**src/tls_record_deframer_defines.svh**
```systemverilog
// ----------------------------------------------------------------------------
// TLS record deframer assertion macros
// Clocked assertion wrappers; they are empty when SYNTHESIS is defined.
// ----------------------------------------------------------------------------
`ifndef TLS_RECORD_DEFRAMER_DEFINES_SVH
`define TLS_RECORD_DEFRAMER_DEFINES_SVH

`ifndef SYNTHESIS
// Check prop on every rising edge outside reset.
`define TLS_RD_ASSERT(lbl, clk, rst, prop) \
  lbl: assert property (@(posedge clk) disable iff (rst) prop) \
    else $error("tls_rd assertion failed");
// Check prop on every rising edge, reset included.
`define TLS_RD_ASSERT_ALWAYS(lbl, clk, prop) \
  lbl: assert property (@(posedge clk) prop) \
    else $error("tls_rd assertion failed");
`else
`define TLS_RD_ASSERT(lbl, clk, rst, prop)
`define TLS_RD_ASSERT_ALWAYS(lbl, clk, prop)
`endif

`endif

```
**src/tls_rd_pkg.sv**
```systemverilog
// ----------------------------------------------------------------------------
// TLS record deframer package
// Shared types, codes and reset values of the deframer.
// ----------------------------------------------------------------------------
package tls_rd_pkg;

  localparam logic [7:0] TYPE_RESET    = 8'h17;
  localparam logic [7:0] VERSION_RESET = 8'h03;
  localparam int unsigned CFG_IDX_W    = 2;

  // Register indexes of the configuration port
  typedef enum logic [CFG_IDX_W-1:0] {
    CFG_TYPE    = 2'd0,
    CFG_VERSION = 2'd1
  } cfg_idx_t;

  // Position inside the five-byte header, then payload
  typedef enum logic [2:0] {
    POS_TYPE    = 3'd0,
    POS_VER1    = 3'd1,
    POS_VER2    = 3'd2,
    POS_LEN_HI  = 3'd3,
    POS_LEN_LO  = 3'd4,
    POS_PAYLOAD = 3'd5
  } hdr_pos_t;

  typedef struct packed {
    logic [7:0] data_byte;
    logic       resync;
  } in_item_t;

  typedef struct packed {
    logic [7:0] expected_type;
    logic [7:0] expected_version;
  } cfg_t;

  typedef struct packed {
    logic       emit;
    logic [7:0] record_byte;
    logic       first_of_record;
    logic       last_of_record;
    logic       corrupt;
  } step_t;

endpackage

```
**src/tls_rd_ifs.sv**
```systemverilog
// ----------------------------------------------------------------------------
// TLS record deframer channels
// Valid/ready channels for input bytes, record bytes and register writes.
// ----------------------------------------------------------------------------
interface tls_rd_in_if;
  logic       valid;
  logic       ready;
  logic [7:0] data_byte;
  logic       resync;

  modport source (output valid, output data_byte, output resync, input ready);
  modport sink (input valid, input data_byte, input resync, output ready);
endinterface

interface tls_rd_out_if;
  logic       valid;
  logic       ready;
  logic [7:0] record_byte;
  logic       first_of_record;
  logic       last_of_record;
  logic       corrupt;

  modport source (output valid, output record_byte, output first_of_record,
                  output last_of_record, output corrupt, input ready);
  modport sink (input valid, input record_byte, input first_of_record,
                input last_of_record, input corrupt, output ready);
endinterface

interface tls_rd_cfg_if;
  logic                            valid;
  logic                            ready;
  logic [tls_rd_pkg::CFG_IDX_W-1:0] index;
  logic [7:0]                      data;

  modport source (output valid, output index, output data, input ready);
  modport sink (input valid, input index, input data, output ready);
endinterface

```
**src/tls_record_deframer.sv**
```systemverilog
// ----------------------------------------------------------------------------
// TLS record deframer
// Cuts a byte stream into TLS records and checks each record header.
// ----------------------------------------------------------------------------
// Usage:
//   byte_in carries one stream byte per item with a resync flag; rec_out
//   carries one result per passed byte: the byte with first/last record
//   marks, or a single corrupt result when a header check fails. cfg writes
//   expected_type (index 0) and expected_version (index 1); it is always
//   ready and should be written only while the block is idle.
//   An accepted item lands in the input register; the parser then runs the
//   header/payload tracking on it and loads the result register, from
//   which the result is offered. One item per cycle is sustained while
//   rec_out does not stall, set by the single parser step per byte.
//   While in error, bytes without resync are dropped and give no result.
//   Reset clears the parser state and restores the register defaults
//   (type 0x17, version 0x03); no clearing pass is needed.
//   When rec_out stalls, the result register holds, the input register
//   fills, and byte_in.ready falls until the receiver takes the result.
// ----------------------------------------------------------------------------
module tls_record_deframer
  import tls_rd_pkg::*;
(
  input  logic         clk,
  input  logic         rst,
  tls_rd_in_if.sink    byte_in,
  tls_rd_out_if.source rec_out,
  tls_rd_cfg_if.sink   cfg
);

  cfg_t     cfg_vals;
  in_item_t item;
  logic     item_valid;
  logic     advance;
  logic     out_free;
  step_t    step;

  tls_rd_cfg_regs u_cfg (
    .clk      (clk),
    .rst      (rst),
    .cfg      (cfg),
    .cfg_vals (cfg_vals)
  );

  tls_rd_in_stage u_in (
    .clk        (clk),
    .rst        (rst),
    .byte_in    (byte_in),
    .advance    (advance),
    .item_valid (item_valid),
    .item       (item)
  );

  tls_rd_parser u_parser (
    .clk        (clk),
    .rst        (rst),
    .item_valid (item_valid),
    .item       (item),
    .out_free   (out_free),
    .cfg_vals   (cfg_vals),
    .advance    (advance),
    .step       (step)
  );

  tls_rd_out_stage u_out (
    .clk      (clk),
    .rst      (rst),
    .advance  (advance),
    .step     (step),
    .out_free (out_free),
    .rec_out  (rec_out)
  );

endmodule

```
**src/tls_rd_cfg_regs.sv**
```systemverilog
// ----------------------------------------------------------------------------
// TLS record deframer configuration registers
// Holds the expected content type and version bytes.
// ----------------------------------------------------------------------------
module tls_rd_cfg_regs
  import tls_rd_pkg::*;
(
  input  logic         clk,
  input  logic         rst,
  tls_rd_cfg_if.sink   cfg,
  output cfg_t         cfg_vals
);

  logic [7:0] expected_type;
  logic [7:0] expected_version;

  assign cfg.ready = 1'b1;

  always_ff @(posedge clk) begin
    if (rst) begin
      expected_type    <= TYPE_RESET;
      expected_version <= VERSION_RESET;
    end else if (cfg.valid && cfg.ready) begin
      unique case (cfg.index)
        CFG_TYPE:    expected_type    <= cfg.data;
        CFG_VERSION: expected_version <= cfg.data;
        default: ;  // unused index: ignore write
      endcase
    end
  end

  assign cfg_vals.expected_type    = expected_type;
  assign cfg_vals.expected_version = expected_version;

endmodule

```
**src/tls_rd_in_stage.sv**
```systemverilog
// ----------------------------------------------------------------------------
// TLS record deframer input stage
// Registers one input item and holds it until the parser takes it.
// ----------------------------------------------------------------------------
module tls_rd_in_stage
  import tls_rd_pkg::*;
(
  input  logic        clk,
  input  logic        rst,
  tls_rd_in_if.sink   byte_in,
  input  logic        advance,
  output logic        item_valid,
  output in_item_t    item
);

  logic accept;

  assign byte_in.ready = !item_valid || advance;
  assign accept        = byte_in.valid && byte_in.ready;

  always_ff @(posedge clk) begin
    if (rst) begin
      item_valid <= 1'b0;
    end else if (accept) begin
      item_valid <= 1'b1;
    end else if (advance) begin
      item_valid <= 1'b0;
    end
  end

  always_ff @(posedge clk) begin
    if (accept) begin
      item.data_byte <= byte_in.data_byte;
      item.resync    <= byte_in.resync;
    end
  end

endmodule

```
**src/tls_rd_parser.sv**
```systemverilog
// ----------------------------------------------------------------------------
// TLS record deframer parser
// Tracks header position and payload count; decides the result per byte.
// ----------------------------------------------------------------------------
`include "tls_record_deframer_defines.svh"

module tls_rd_parser
  import tls_rd_pkg::*;
(
  input  logic     clk,
  input  logic     rst,
  input  logic     item_valid,
  input  in_item_t item,
  input  logic     out_free,
  input  cfg_t     cfg_vals,
  output logic     advance,
  output step_t    step
);

  hdr_pos_t    pos, pos_next, pos_cur;
  logic [7:0]  length_high, length_high_next, len_hi_cur;
  logic [15:0] payload_left, payload_left_next, left_cur;
  logic        in_error, in_error_next, err_cur;
  logic [15:0] full_len;

  assign advance = item_valid && out_free;

  always_comb begin
    // resync clears the error and any partial record first
    pos_cur    = item.resync ? POS_TYPE : pos;
    len_hi_cur = item.resync ? 8'd0 : length_high;
    left_cur   = item.resync ? 16'd0 : payload_left;
    err_cur    = item.resync ? 1'b0 : in_error;
    full_len   = {len_hi_cur, item.data_byte};

    pos_next          = pos_cur;
    length_high_next  = len_hi_cur;
    payload_left_next = left_cur;
    in_error_next     = err_cur;

    step.emit            = !err_cur;
    step.record_byte     = item.data_byte;
    step.first_of_record = 1'b0;
    step.last_of_record  = 1'b0;
    step.corrupt         = 1'b0;

    if (!err_cur) begin
      unique case (pos_cur)
        POS_TYPE: begin
          step.first_of_record = 1'b1;
          pos_next             = POS_VER1;
          if (item.data_byte != cfg_vals.expected_type) begin
            step.corrupt = 1'b1;
          end
        end
        POS_VER1, POS_VER2: begin
          pos_next = (pos_cur == POS_VER1) ? POS_VER2 : POS_LEN_HI;
          if (item.data_byte != cfg_vals.expected_version) begin
            step.corrupt = 1'b1;
          end
        end
        POS_LEN_HI: begin
          length_high_next = item.data_byte;
          pos_next         = POS_LEN_LO;
        end
        POS_LEN_LO: begin
          payload_left_next = full_len;
          if (full_len == 16'd0) begin
            step.last_of_record = 1'b1;
            pos_next            = POS_TYPE;
          end else begin
            pos_next = POS_PAYLOAD;
          end
        end
        default: begin
          // payload, or an unused code: end the record when nothing is left
          if (left_cur > 16'd1) begin
            payload_left_next = left_cur - 16'd1;
            pos_next          = POS_PAYLOAD;
          end else begin
            payload_left_next   = 16'd0;
            pos_next            = POS_TYPE;
            step.last_of_record = 1'b1;
          end
        end
      endcase

      // header mismatch: drop marks, enter error
      if (step.corrupt) begin
        step.record_byte     = 8'd0;
        step.first_of_record = 1'b0;
        step.last_of_record  = 1'b0;
        pos_next             = POS_TYPE;
        payload_left_next    = 16'd0;
        in_error_next        = 1'b1;
      end
    end
  end

  always_ff @(posedge clk) begin
    if (rst) begin
      pos          <= POS_TYPE;
      length_high  <= 8'd0;
      payload_left <= 16'd0;
      in_error     <= 1'b0;
    end else if (advance) begin
      pos          <= pos_next;
      length_high  <= length_high_next;
      payload_left <= payload_left_next;
      in_error     <= in_error_next;
    end
  end

  `TLS_RD_ASSERT(a_corrupt_sets_error, clk, rst, (advance && step.corrupt) |=> in_error)
  `TLS_RD_ASSERT_ALWAYS(a_payload_nonzero, clk, (pos == POS_PAYLOAD) |-> (payload_left != 16'd0))
  `TLS_RD_ASSERT_ALWAYS(a_error_clean, clk, in_error |-> (pos == POS_TYPE && payload_left == 16'd0))
  `TLS_RD_ASSERT(a_error_drops, clk, rst, (item_valid && in_error && !item.resync) |-> !step.emit)

endmodule

```
**src/tls_rd_out_stage.sv**
```systemverilog
// ----------------------------------------------------------------------------
// TLS record deframer output stage
// Result register that holds a record byte until the receiver takes it.
// ----------------------------------------------------------------------------
`include "tls_record_deframer_defines.svh"

module tls_rd_out_stage
  import tls_rd_pkg::*;
(
  input  logic         clk,
  input  logic         rst,
  input  logic         advance,
  input  step_t        step,
  output logic         out_free,
  tls_rd_out_if.source rec_out
);

  logic  valid;
  logic  load;
  step_t held;

  assign out_free = !valid || rec_out.ready;
  assign load     = advance && step.emit;

  always_ff @(posedge clk) begin
    if (rst) begin
      valid <= 1'b0;
    end else if (load) begin
      valid <= 1'b1;
    end else if (rec_out.ready) begin
      valid <= 1'b0;
    end
  end

  always_ff @(posedge clk) begin
    if (load) begin
      held <= step;
    end
  end

  assign rec_out.valid           = valid;
  assign rec_out.record_byte     = held.record_byte;
  assign rec_out.first_of_record = held.first_of_record;
  assign rec_out.last_of_record  = held.last_of_record;
  assign rec_out.corrupt         = held.corrupt;

  `TLS_RD_ASSERT(a_load_shows, clk, rst, load |=> valid)
  `TLS_RD_ASSERT(a_no_overwrite, clk, rst, load |-> out_free)

endmodule

```
**src/flat_wrapper.sv**
```systemverilog
// flat-port wrapper written by rule: the top's interface ports become plain ports
module tls_record_deframer_flat import tls_rd_pkg::*;
  (clk, rst, byte_in_valid, byte_in_data_byte, byte_in_resync, byte_in_ready, rec_out_valid, rec_out_record_byte, rec_out_first_of_record, rec_out_last_of_record, rec_out_corrupt, rec_out_ready, cfg_valid, cfg_index, cfg_data, cfg_ready);
  tls_rd_in_if byte_in_i ();
  tls_rd_out_if rec_out_i ();
  tls_rd_cfg_if cfg_i ();
  input  logic clk;
  input  logic rst;
  input wire logic [$bits(byte_in_i.valid)-1:0] byte_in_valid;
  input wire logic [$bits(byte_in_i.data_byte)-1:0] byte_in_data_byte;
  input wire logic [$bits(byte_in_i.resync)-1:0] byte_in_resync;
  output wire logic [$bits(byte_in_i.ready)-1:0] byte_in_ready;
  output wire logic [$bits(rec_out_i.valid)-1:0] rec_out_valid;
  output wire logic [$bits(rec_out_i.record_byte)-1:0] rec_out_record_byte;
  output wire logic [$bits(rec_out_i.first_of_record)-1:0] rec_out_first_of_record;
  output wire logic [$bits(rec_out_i.last_of_record)-1:0] rec_out_last_of_record;
  output wire logic [$bits(rec_out_i.corrupt)-1:0] rec_out_corrupt;
  input wire logic [$bits(rec_out_i.ready)-1:0] rec_out_ready;
  input wire logic [$bits(cfg_i.valid)-1:0] cfg_valid;
  input wire logic [$bits(cfg_i.index)-1:0] cfg_index;
  input wire logic [$bits(cfg_i.data)-1:0] cfg_data;
  output wire logic [$bits(cfg_i.ready)-1:0] cfg_ready;
  assign byte_in_i.valid = byte_in_valid;
  assign byte_in_i.data_byte = byte_in_data_byte;
  assign byte_in_i.resync = byte_in_resync;
  assign byte_in_ready = byte_in_i.ready;
  assign rec_out_valid = rec_out_i.valid;
  assign rec_out_record_byte = rec_out_i.record_byte;
  assign rec_out_first_of_record = rec_out_i.first_of_record;
  assign rec_out_last_of_record = rec_out_i.last_of_record;
  assign rec_out_corrupt = rec_out_i.corrupt;
  assign rec_out_i.ready = rec_out_ready;
  assign cfg_i.valid = cfg_valid;
  assign cfg_i.index = cfg_index;
  assign cfg_i.data = cfg_data;
  assign cfg_ready = cfg_i.ready;
  tls_record_deframer u_core (.clk(clk), .rst(rst), .byte_in(byte_in_i), .rec_out(rec_out_i), .cfg(cfg_i));
endmodule
```
**config.mk**
```make
export PLATFORM = sky130hd
export DESIGN_NAME = tls_record_deframer_flat
export DESIGN_NICKNAME = d
export VERILOG_FILES = /design/src/tls_rd_pkg.sv /design/src/tls_rd_ifs.sv /design/src/tls_record_deframer.sv /design/src/tls_rd_cfg_regs.sv /design/src/tls_rd_in_stage.sv /design/src/tls_rd_parser.sv /design/src/tls_rd_out_stage.sv /design/src/flat_wrapper.sv
export VERILOG_INCLUDE_DIRS = /design/src /design/src/src
export SDC_FILE = /design/constraint.sdc
export NUM_CORES = 1
export LEC_CHECK = 0
export BUFFER_PORTS_ARGS = -buffer_cell sky130_fd_sc_hd__buf_4
export CAP_MARGIN = 0
export CORE_MARGIN = 4
export CORE_UTILIZATION = 58
export CTS_CLUSTER_DIAMETER = 100
export DETAILED_ROUTE_END_ITERATION = 12
export PLACE_DENSITY = 0.76
export SETUP_SLACK_MARGIN = 0.5
export SLEW_MARGIN = 30
export SYNTH_ARGS = -nofsm -noshare
export SYNTH_HDL_FRONTEND = slang
export SYNTH_SLANG_ARGS = --single-unit
```
**constraint.sdc**
```tcl
create_clock -name clk -period 2.5 [get_ports clk]
set_input_delay 0.5 -clock clk [delete_from_list [all_inputs] [get_ports clk]]
set_output_delay 0.5 -clock clk [all_outputs]
set_load 0.02 [all_outputs]
```
Word level (Yosys, flattened, before mapping)
Index checks and enable logic that the tools add are counted.
{ "totals": {"in_bits": 24, "output_inout_bits": 14, "reg_bits": 66} }
{ "classes": {"n_eq_ne": 7, "magnitude_cmp": 1, "n_reduce_logical": 18, "add_sub_neg": 1, "mux": 32} }
{ "op_table": {"columns": ["cell", "n"], "rows": [
  ["16-bit two-way mux", 4],
  ["16-bit one-hot mux with 2 select lines", 1],
  ["8-bit two-way mux", 3],
  ["16-bit by 1-bit > comparator with 1-bit output, second input constant", 1],
  ["16-bit zero test", 1],
  ["8-bit != test", 2],
  ["16-bit by 1-bit subtractor with 16-bit output, second input constant", 1],
  ["3-bit two-way mux", 5],
  ["1-bit two-way mux", 14],
  ["3-bit one-hot mux with 4 select lines", 1],
  ["11-bit two-way mux", 1],
  ["10-bit two-way mux", 1],
  ["3-bit by 2-bit equality test with 1-bit output, second input constant", 2],
  ["1-bit one-hot mux with 2 select lines", 2],
  ["2-bit AND reduction", 2],
  ["2-bit nonzero test", 2],
  ["2-bit OR reduction", 2],
  ["4-bit OR reduction", 1],
  ["3-bit by 1-bit equality test with 1-bit output, second input constant", 1],
  ["3-bit equality test, second input constant", 1],
  ["1-bit logical AND", 3],
  ["1-bit zero test", 3],
  ["3-bit zero test", 1],
  ["2-bit by 1-bit equality test with 1-bit output, second input constant", 1],
  ["other kinds (2)", 3]
]} }

Depth between registers and ports, before layout
Gate-level depths: netlist of run 1.
{ "depth": {"depth_word": 7, "ltp_mapped": 11} }

By module
From an unflattened synthesis of run 1, not the netlist that was laid out.
{ "hier_totals": {"cells_unflattened": 394, "area_unflattened_um2": 3575.9} }
{ "by_module_without_submodules": {"columns": ["module", "area_each_um2", "cells_each", "n_inst"], "rows": [
  ["tls_rd_parser", 2190.9, 297, 1],
  ["tls_rd_cfg_regs", 679.4, 67, 1],
  ["tls_rd_out_stage", 380.4, 16, 1],
  ["tls_rd_in_stage", 325.3, 14, 1]
]} }

Worst setup path before layout of run 1
No wires, ideal clock.
{ "synth_path": {"kind": "reg2reg", "start": "reg u_core.u_in.item[0] (netlist name)", "end": "reg u_core.u_parser.payload_left[12]", "required_time_ns": 2.442, "t_arrival_ns": 2.234, "path_stages_with_launch": 10, "synth_period_minus_slack_ns": 2.292, "n_path_buf": 0, "slack_ns": 0.208, "cell_sequence": "edfxtp_1 inv_1 nand2_1 ha_1 nor2b_1 a32oi_1 o22ai_1 or3b_2 nor3_1 o22a_1"} }
{ "synth_via": {"elab_chain_len": 7, "word_cells_on_any_way": 19, "classes_between": "1 x add/sub; 1 x order compare; 4 x eq/ne; 10 x mux; 3 x reduce/logical"} }
{ "synth_rtl": {"columns": ["element", "line", "source"], "rows": [
  ["branches (longest 6 deep; another with 16-bit by 1-bit subtractor with 16-bit output)", null, null],
  ["16-bit two-way mux (*)", "tls_rd_parser.sv:47", "if (!err_cur) begin"],
  ["end signal: assignment", "tls_rd_parser.sv:109", "payload_left <= payload_left_next;"],
  ["end: declaration", "tls_rd_parser.sv:22", "logic [15:0] payload_left, payload_left_next, left_cur;"]
]} }
Mark *: on every way between the ends. The select of a mux whose other input is x is not followed.
A chain may end at the register's enable or synchronous reset.

Worst setup path in the final report of run 1
{ "layout_path": {"start": "reg u_core.u_in.item[0] (netlist name)", "end": "reg u_core.u_parser.payload_left[12]"} }
{ "layout_via": {"elab_chain_len": 7, "word_cells_on_any_way": 19, "classes_between": "1 x add/sub; 1 x order compare; 4 x eq/ne; 10 x mux; 3 x reduce/logical"} }
{ "layout_rtl": {"columns": ["element", "line"], "rows": [
  ["branches (longest 6 deep; another with 16-bit by 1-bit subtractor with 16-bit output)", null],
  ["16-bit two-way mux (*)", "tls_rd_parser.sv:47"]
]} }
Marks and branches as above.

==> results of run 1 <==
[cells by family (layout without fill, tap and decap cells)]
family	Yosys count	in the layout
buffers and inverters	33	104
xor gates and xnor gates	19	19
muxes	11	11
AOI/OAI and AO/OA	89	89
and+or+nand+nor	159	160
adders and majority gates	2	2
DFF	66	66
other	1	1
[area by class of cell]
type	count	area, µm²
multi-input cells	282	2010
flip-flops and latches	66	1540
fillers	347	1130
repair buffers	81	616
clock buffers	10	149
well taps	72	90.1
clock inverters	6	68.8
inverters	7	30.0
[repair_timing]
item / 4_1_cts / 5_1_grt
buffers inserted: 18 / 3
setup endpoints to repair: 26 / 28
hold endpoints to repair: 0 / 0
resized for setup: 20 / 29
pin swaps: 16 / 16
cloned: 1 / 0
[power groups by stage]
stage / Combinational [W] / Sequential (W) / Clock, W
floorplan: 0.000103 / 0.00119 / 0
global placement: 0.000197 / 0.00118 / 0
detailed placement: 0.000202 / 0.00119 / 0
CTS: 0.000216 / 0.00116 / 0.000987
global route: 0.000243 / 0.00116 / 0.00104
finish: 0.000229 / 0.00116 / 0.000975
[worst max-delay path, cell delays in order, from the launching register on]
cell and delay, ns:
edfxtp_1 0.44, inv_2 0.16, nand2_4 0.08, ha_4 0.18, nor2b_4 0.13, a32oi_2 0.32
o22ai_2 0.12, or3b_2 0.48, nor3_2 0.12, o22a_1 0.15
[cells in the mapped netlist (8+ instances only)]
cell      number  share of area (%)
xor2_1         8                2.0
nor3_1        25                3.6
nor4_1         8                1.4
a21oi_1       14                2.0
o22a_1         9                2.3
o21ai_0       14                2.0
mux2i_1       11                3.2
edfxtp_1      20                 17
and2_1        11                2.0
clkbuf_1      18                2.0
nor2_1        41                4.4
xnor2_1       11                2.8
nand2_1       31                3.4
dfxtp_1       46                 27
a22oi_1        9                2.0
nor2b_1        8                1.4
[metrics by stage]
stage | setup TNS [ns] | total power, W | instances
floorplan | 0 | 0.00129 | 380
global placement | -0.842 | 0.00138 | 486
detailed placement | 0 | 0.00139 | 486
CTS | 0 | 0.00236 | 521
global route | 0 | 0.00244 | 524
finish | 0 | 0.00236 | 524
[state kept, by name (all words and copies together) (netlist names), 3 cells and up]
name                              count
u_core.u_parser.pos                   3
u_core.u_in.item                      9
u_core.u_out.rec_out.record_byte      8
u_core.u_parser.payload_left         16
u_core.u_cfg.expected_version         8
u_core.u_cfg.expected_type            8
u_core.u_parser.length_high           8
[metal layers]
layer  track usage, %  up-vias  part of all wire (%)
met2             42.9      244                    45
met5             2.10        -                     0
met3             6.31       41                    10
met1             39.7     1554                    42
met4             13.4        0                   3.1
li1                 -     1533                     -
[cells in the final DEF, fill, tap and decap left out, types with 3 or more instances in the layout]
cell type,Yosys,routed
a2111oi_2,0,3
a211o_1,7,7
a211oi_1,4,3
a21oi_1,14,12
a22oi_1,9,9
a31oi_1,4,3
and2_1,11,11
buf_4,2,79
clkbuf_8,0,9
dfxtp_1,46,40
dfxtp_4,0,4
edfxtp_1,20,20
inv_1,7,5
mux2i_1,11,11
nand2_1,31,27
nand3_1,4,4
nand4_1,4,4
nor2_1,41,39
nor2b_1,8,6
nor3_1,25,21
nor3_2,1,4
nor4_1,8,6
o21ai_0,14,8
o21ai_1,1,3
o21ai_2,0,4
o22a_1,9,9
o22ai_1,6,5
or2_2,3,3
or3_4,1,4
or4_4,1,3
xnor2_1,11,11
xor2_1,8,8
[final timing paths]
path	end	slack [ns]	cells after the start
max	u_core.u_parser.payload_left[12]$_SDFFE_PP0P_	0.27	9
min	u_core.u_in.item[6]$_DFFE_PP_	0.33	1
max reg2reg	u_core.u_parser.payload_left[12]$_SDFFE_PP0P_	0.27	9
min reg2reg	u_core.u_cfg.expected_version[0]$_SDFFE_PP1P_	0.52	1
==> flow_summary.toml, run 1 <==
[placed_design]
io_buffers = 36
pre_cts_ws_ns = 0.101
hpwlAfterDp_um = 6920
postPlaceCellArea_um2 = 3940
routabilityCongestion = 0.917

[power]
clock_power_share_pct = 41.3
power.leakage_nw = 1.79
seq_power_share_pct = 49.0
p_sw_w = 0.000597
pwr-share-comb_pct = 9.7
p_per_area_nw_per_um2 = 523
sw_frac_of_total_pct = 25.3
p_int_w = 0.00176
ir_worst_vdd_v = 0.000438

[worst_setup_path]
startpoint_type = "flop"
crit_type = "flop to flop"
critPathArrivalTime_ns = 2.52
worstPathRequired_ns = 2.79
reg2reg_from = "u_core.u_in.item[0]$_DFFE_PP_"
end_kind = "flop"
cp_max_fo = 4
crit_start = "u_core.u_in.item[0]$_DFFE_PP_"

[logic_synthesis]
yosys.area_share.simple_pct = 24.3
synth-compound-area-share_pct = 18.5
netlist-cell-type-count = 62
yosys_register_bits = 66
syn_nets = 406
synth_edf_count = 20
seq_area_frac_synth_pct = 43.9
ys_async_sr_fraction_pct = 0
synth_top_family_by_area = "simple AND/OR/NAND/NOR gates"
synth_area_per_cell_um2 = 9.11
synth_fa_ha_area_share_pct = 0.723
netlist_area_um2 = 3460
yosys_most_used_dff = "dfxtp_1"
synthMuxAreaShare_pct = 3.18
ys.warnings.count = 0
synth_cells = 380
synthXorXnorAreaFrac_pct = 4.81

[finish]
fin_nets = 473
syn_to_final_growth_pct = 30.2
diodes = 0
drive_gt1_share_pct = 34.1
fin_util_pct = 79.9
final_area_um2 = 4510

[timing]
slew_headroom_pct = 61.6
drv_slew = 0
fin_ws_ns = 0.268
fin_worst_skew_ns = 0.00866
hold_ws_ns = 0.328
setup-violations-final = 0
hold_viol_final = 0
fmax_ghz = 0.448
rsz0062_at_grt = "true"
fin_crit_ns = 2.23
period_share_pct = 89.3
max_slew.worst_pin.slew_ns = 0.572

[clock_network]
cts_tree = "done"
cts_htree_levels = 3
ctsHoldBuffers = 0
clk_pin_slew_ns = 0.08
clkSinkCount = 66
insertion_delay_ns = 0.34
cts_buffer_depth = 2
numCtsBuffers = 9
root_buffer = "clkbuf_8"

[global_routing]
antenna_found_initial = 0
grt-ovfl-total = 0
grt_start_max_net_pins = 32
grt_usage_pct = 28.9
grt_pass1_vias = 3263
grt_pass1_wl_um = 16500

[drt]
route.vias.total = 3372
drt_iter0_markers = 488
routedWlPerCell_um = 19.9
dr.pass1.iters = 5
antenna_left = 0
drcViolationCount = 0
routed_via_density = 6.44
routed_wl_um = 10400

[status]
status = "complete, no violations"

[worst_hold_path]
hold_path.class = "primary input to flop"
hp-start = "byte_in_data_byte[5]"

[die]
start_util_pct = 61.4
die_w_um = 85.3
rows = 27
core_um2 = 5640
die_area_um2 = 7270
ioPinCount = 38
die_h_um = 85.3

[job]
maxCapViolations = 0
Note: power is estimated with default switching activity, not from simulation.
==> run 2: changes to the inputs <==
Settings changed: RECOVER_POWER from default to 100.
==> flow_summary.toml, run 2 (synthesis gave the netlist of run 1 again) <==
[worst_setup_path]
startpoint_type = "flop"
crit_type = "flop to flop"
end_kind = "flop"
critPathArrivalTime_ns = 2.51
worstPathRequired_ns = 2.78
cp_max_fo = 11
reg2reg_depth = 8

[global_routing]
grt-ovfl-total = 0
grt_start_max_net_pins = 32
antenna_found_initial = 0
grt_usage_pct = 28.9
grt_pass1_wl_um = 16500
grt_pass1_vias = 3263

[die]
die_h_um = 85.3
start_util_pct = 61.4
die_w_um = 85.3
die_area_um2 = 7270
rows = 27
core_um2 = 5640
ioPinCount = 38

[finish]
layout_commonest_cell = "buf_4"
syn_to_final_growth_pct = 26.6
top_regs = "u_core.u_parser.payload_left x16, u_core.u_in.item x9"
instances_no_fill = 524
nFillCells = 366
drive_gt1_share_pct = 28.8
top_register = "u_core.u_parser.payload_left"
diodes = 0
fin_nets = 473
largest_reg_flops = 16
final_cell_mix = "49 x buf_4, 40 x dfxtp_1, 39 x nor2_1, 27 x nand2_1, 24 x nor3_1"
final_area_um2 = 4380

[drt]
drcViolationCount = 0
drt_iter0_markers = 435
routedWlPerCell_um = 19.8
dr.pass1.iters = 5
routed_via_density = 6.52
antenna_left = 0
routed_wl_um = 10400
route.vias.total = 3415

[timing]
hold_viol_final = 0
fmax_ghz = 0.449
setup-violations-final = 0
max_slew.worst_pin.slew_ns = 0.783
rsz0062_at_grt = "true"
fin_crit_ns = 2.23
tns_ns = 0
fin_ws_ns = 0.273
drv_slew = 0
fin_worst_skew_ns = 0.00858
slew_headroom_pct = 47.7
period_share_pct = 89.1

[power]
power.leakage_nw = 1.70
finalPower_w = 0.00235
pwr-share-comb_pct = 9.1
ir_worst_vdd_v = 0.000440
p_int_w = 0.00175
sw_frac_of_total_pct = 25.6
clock_power_share_pct = 41.8
p_per_area_nw_per_um2 = 536
seq_power_share_pct = 49.2
p_sw_w = 0.000601

[placed_design]
post-place-cells = 486
io_buffers = 36
postPlaceCellArea_um2 = 3940
routabilityCongestion = 0.917
pre_cts_ws_ns = 0.101
hpwlAfterDp_um = 6920

[worst_hold_path]
hold_path.class = "primary input to flop"
worstHoldPathCells = 1

[clock_network]
insertion_delay_ns = 0.35
root_buffer = "clkbuf_8"
clk_pin_slew_ns = 0.08
ctsHoldBuffers = 0
numCtsBuffers = 9
cts_buffer_depth = 2
clkSinkCount = 66
cts_tree = "done"
cts_htree_levels = 3

[job]
maxCapViolations = 0

[status]
status = "complete, no violations"
run 2: path summary, 6_finish.rpt:
kind | startpoint | endpoint | slack (ns)
setup reg to reg | u_core.u_parser.pos[2]$_SDFFE_PP0P_ | u_core.u_parser.payload_left[2]$_SDFFE_PP0P_ | 0.27
hold reg to reg | u_core.u_cfg.expected_version[0]$_SDFFE_PP1P_ | u_core.u_cfg.expected_version[0]$_SDFFE_PP1P_ | 0.53
hold / removal | byte_in_data_byte[2] | u_core.u_in.item[3]$_DFFE_PP_ | 0.34
setup / recovery | u_core.u_parser.pos[2]$_SDFFE_PP0P_ | u_core.u_parser.payload_left[2]$_SDFFE_PP0P_ | 0.27
run 2: final cells by class:
cell class / instances / area (µm²) / area share [%]
Multi-Input combinational cell: 282 / 1970 / 44.9
Timing Repair Buffer: 81 / 541 / 12.3
Inverter: 7 / 27.5 / 0.628
Sequential cell: 66 / 1540 / 35.1
Tap cell: 72 / 90.1 / 2.06
Clock inverter: 6 / 68.8 / 1.57
Clock buffer: 10 / 149 / 3.40
run 2: power groups by stage:
stage	clock network (W)	logic (W)	registers (W)
global placement	0	0.000197	0.00118
finish	0.000981	0.000213	0.00116
detailed placement	0	0.000202	0.00119
CTS	0.000987	0.000216	0.00116
floorplan	0	0.000103	0.00119
global route	0.00104	0.000227	0.00116
run 2: stage by stage:
| stage | hold WS (ns) | util, % |
|---|---|---|
| 2_1_floorplan | 0.456 | - |
| 3_3_place_gp | 0.491 | 69.8 |
| 3_5_place_dp | 0.498 | 69.9 |
| 4_1_cts | 0.316 | 77.3 |
| 5_1_grt | 0.330 | 77.7 |
| 6_report | 0.344 | 77.7 |
run 2: timing repair:
action,in CTS,in global routing
hold endpoints to repair,0,0
endpoints found under the setup margin,26,28
gates resized for setup,20,29
buffers inserted,18,3
pin swaps,16,16
gates cloned,1,0
run 2: layer usage:
metal  GRT usage (%)  part of all wire (%)  wire length, µm
met5            2.10                     0                0
met4            13.4                   3.5              362
met3            6.31                    11             1140
met2            42.9                    45             4660
met1            39.7                    41             4230
run 2: critical path: stages (launching register included):
cell	delay (ns)
dfxtp_1	0.33
clkbuf_2	0.19
inv_1	0.10
clkbuf_2	0.29
nor3_1	0.13
and4_4	0.23
or3_1	0.45
or2_4	0.31
o21ai_2	0.12
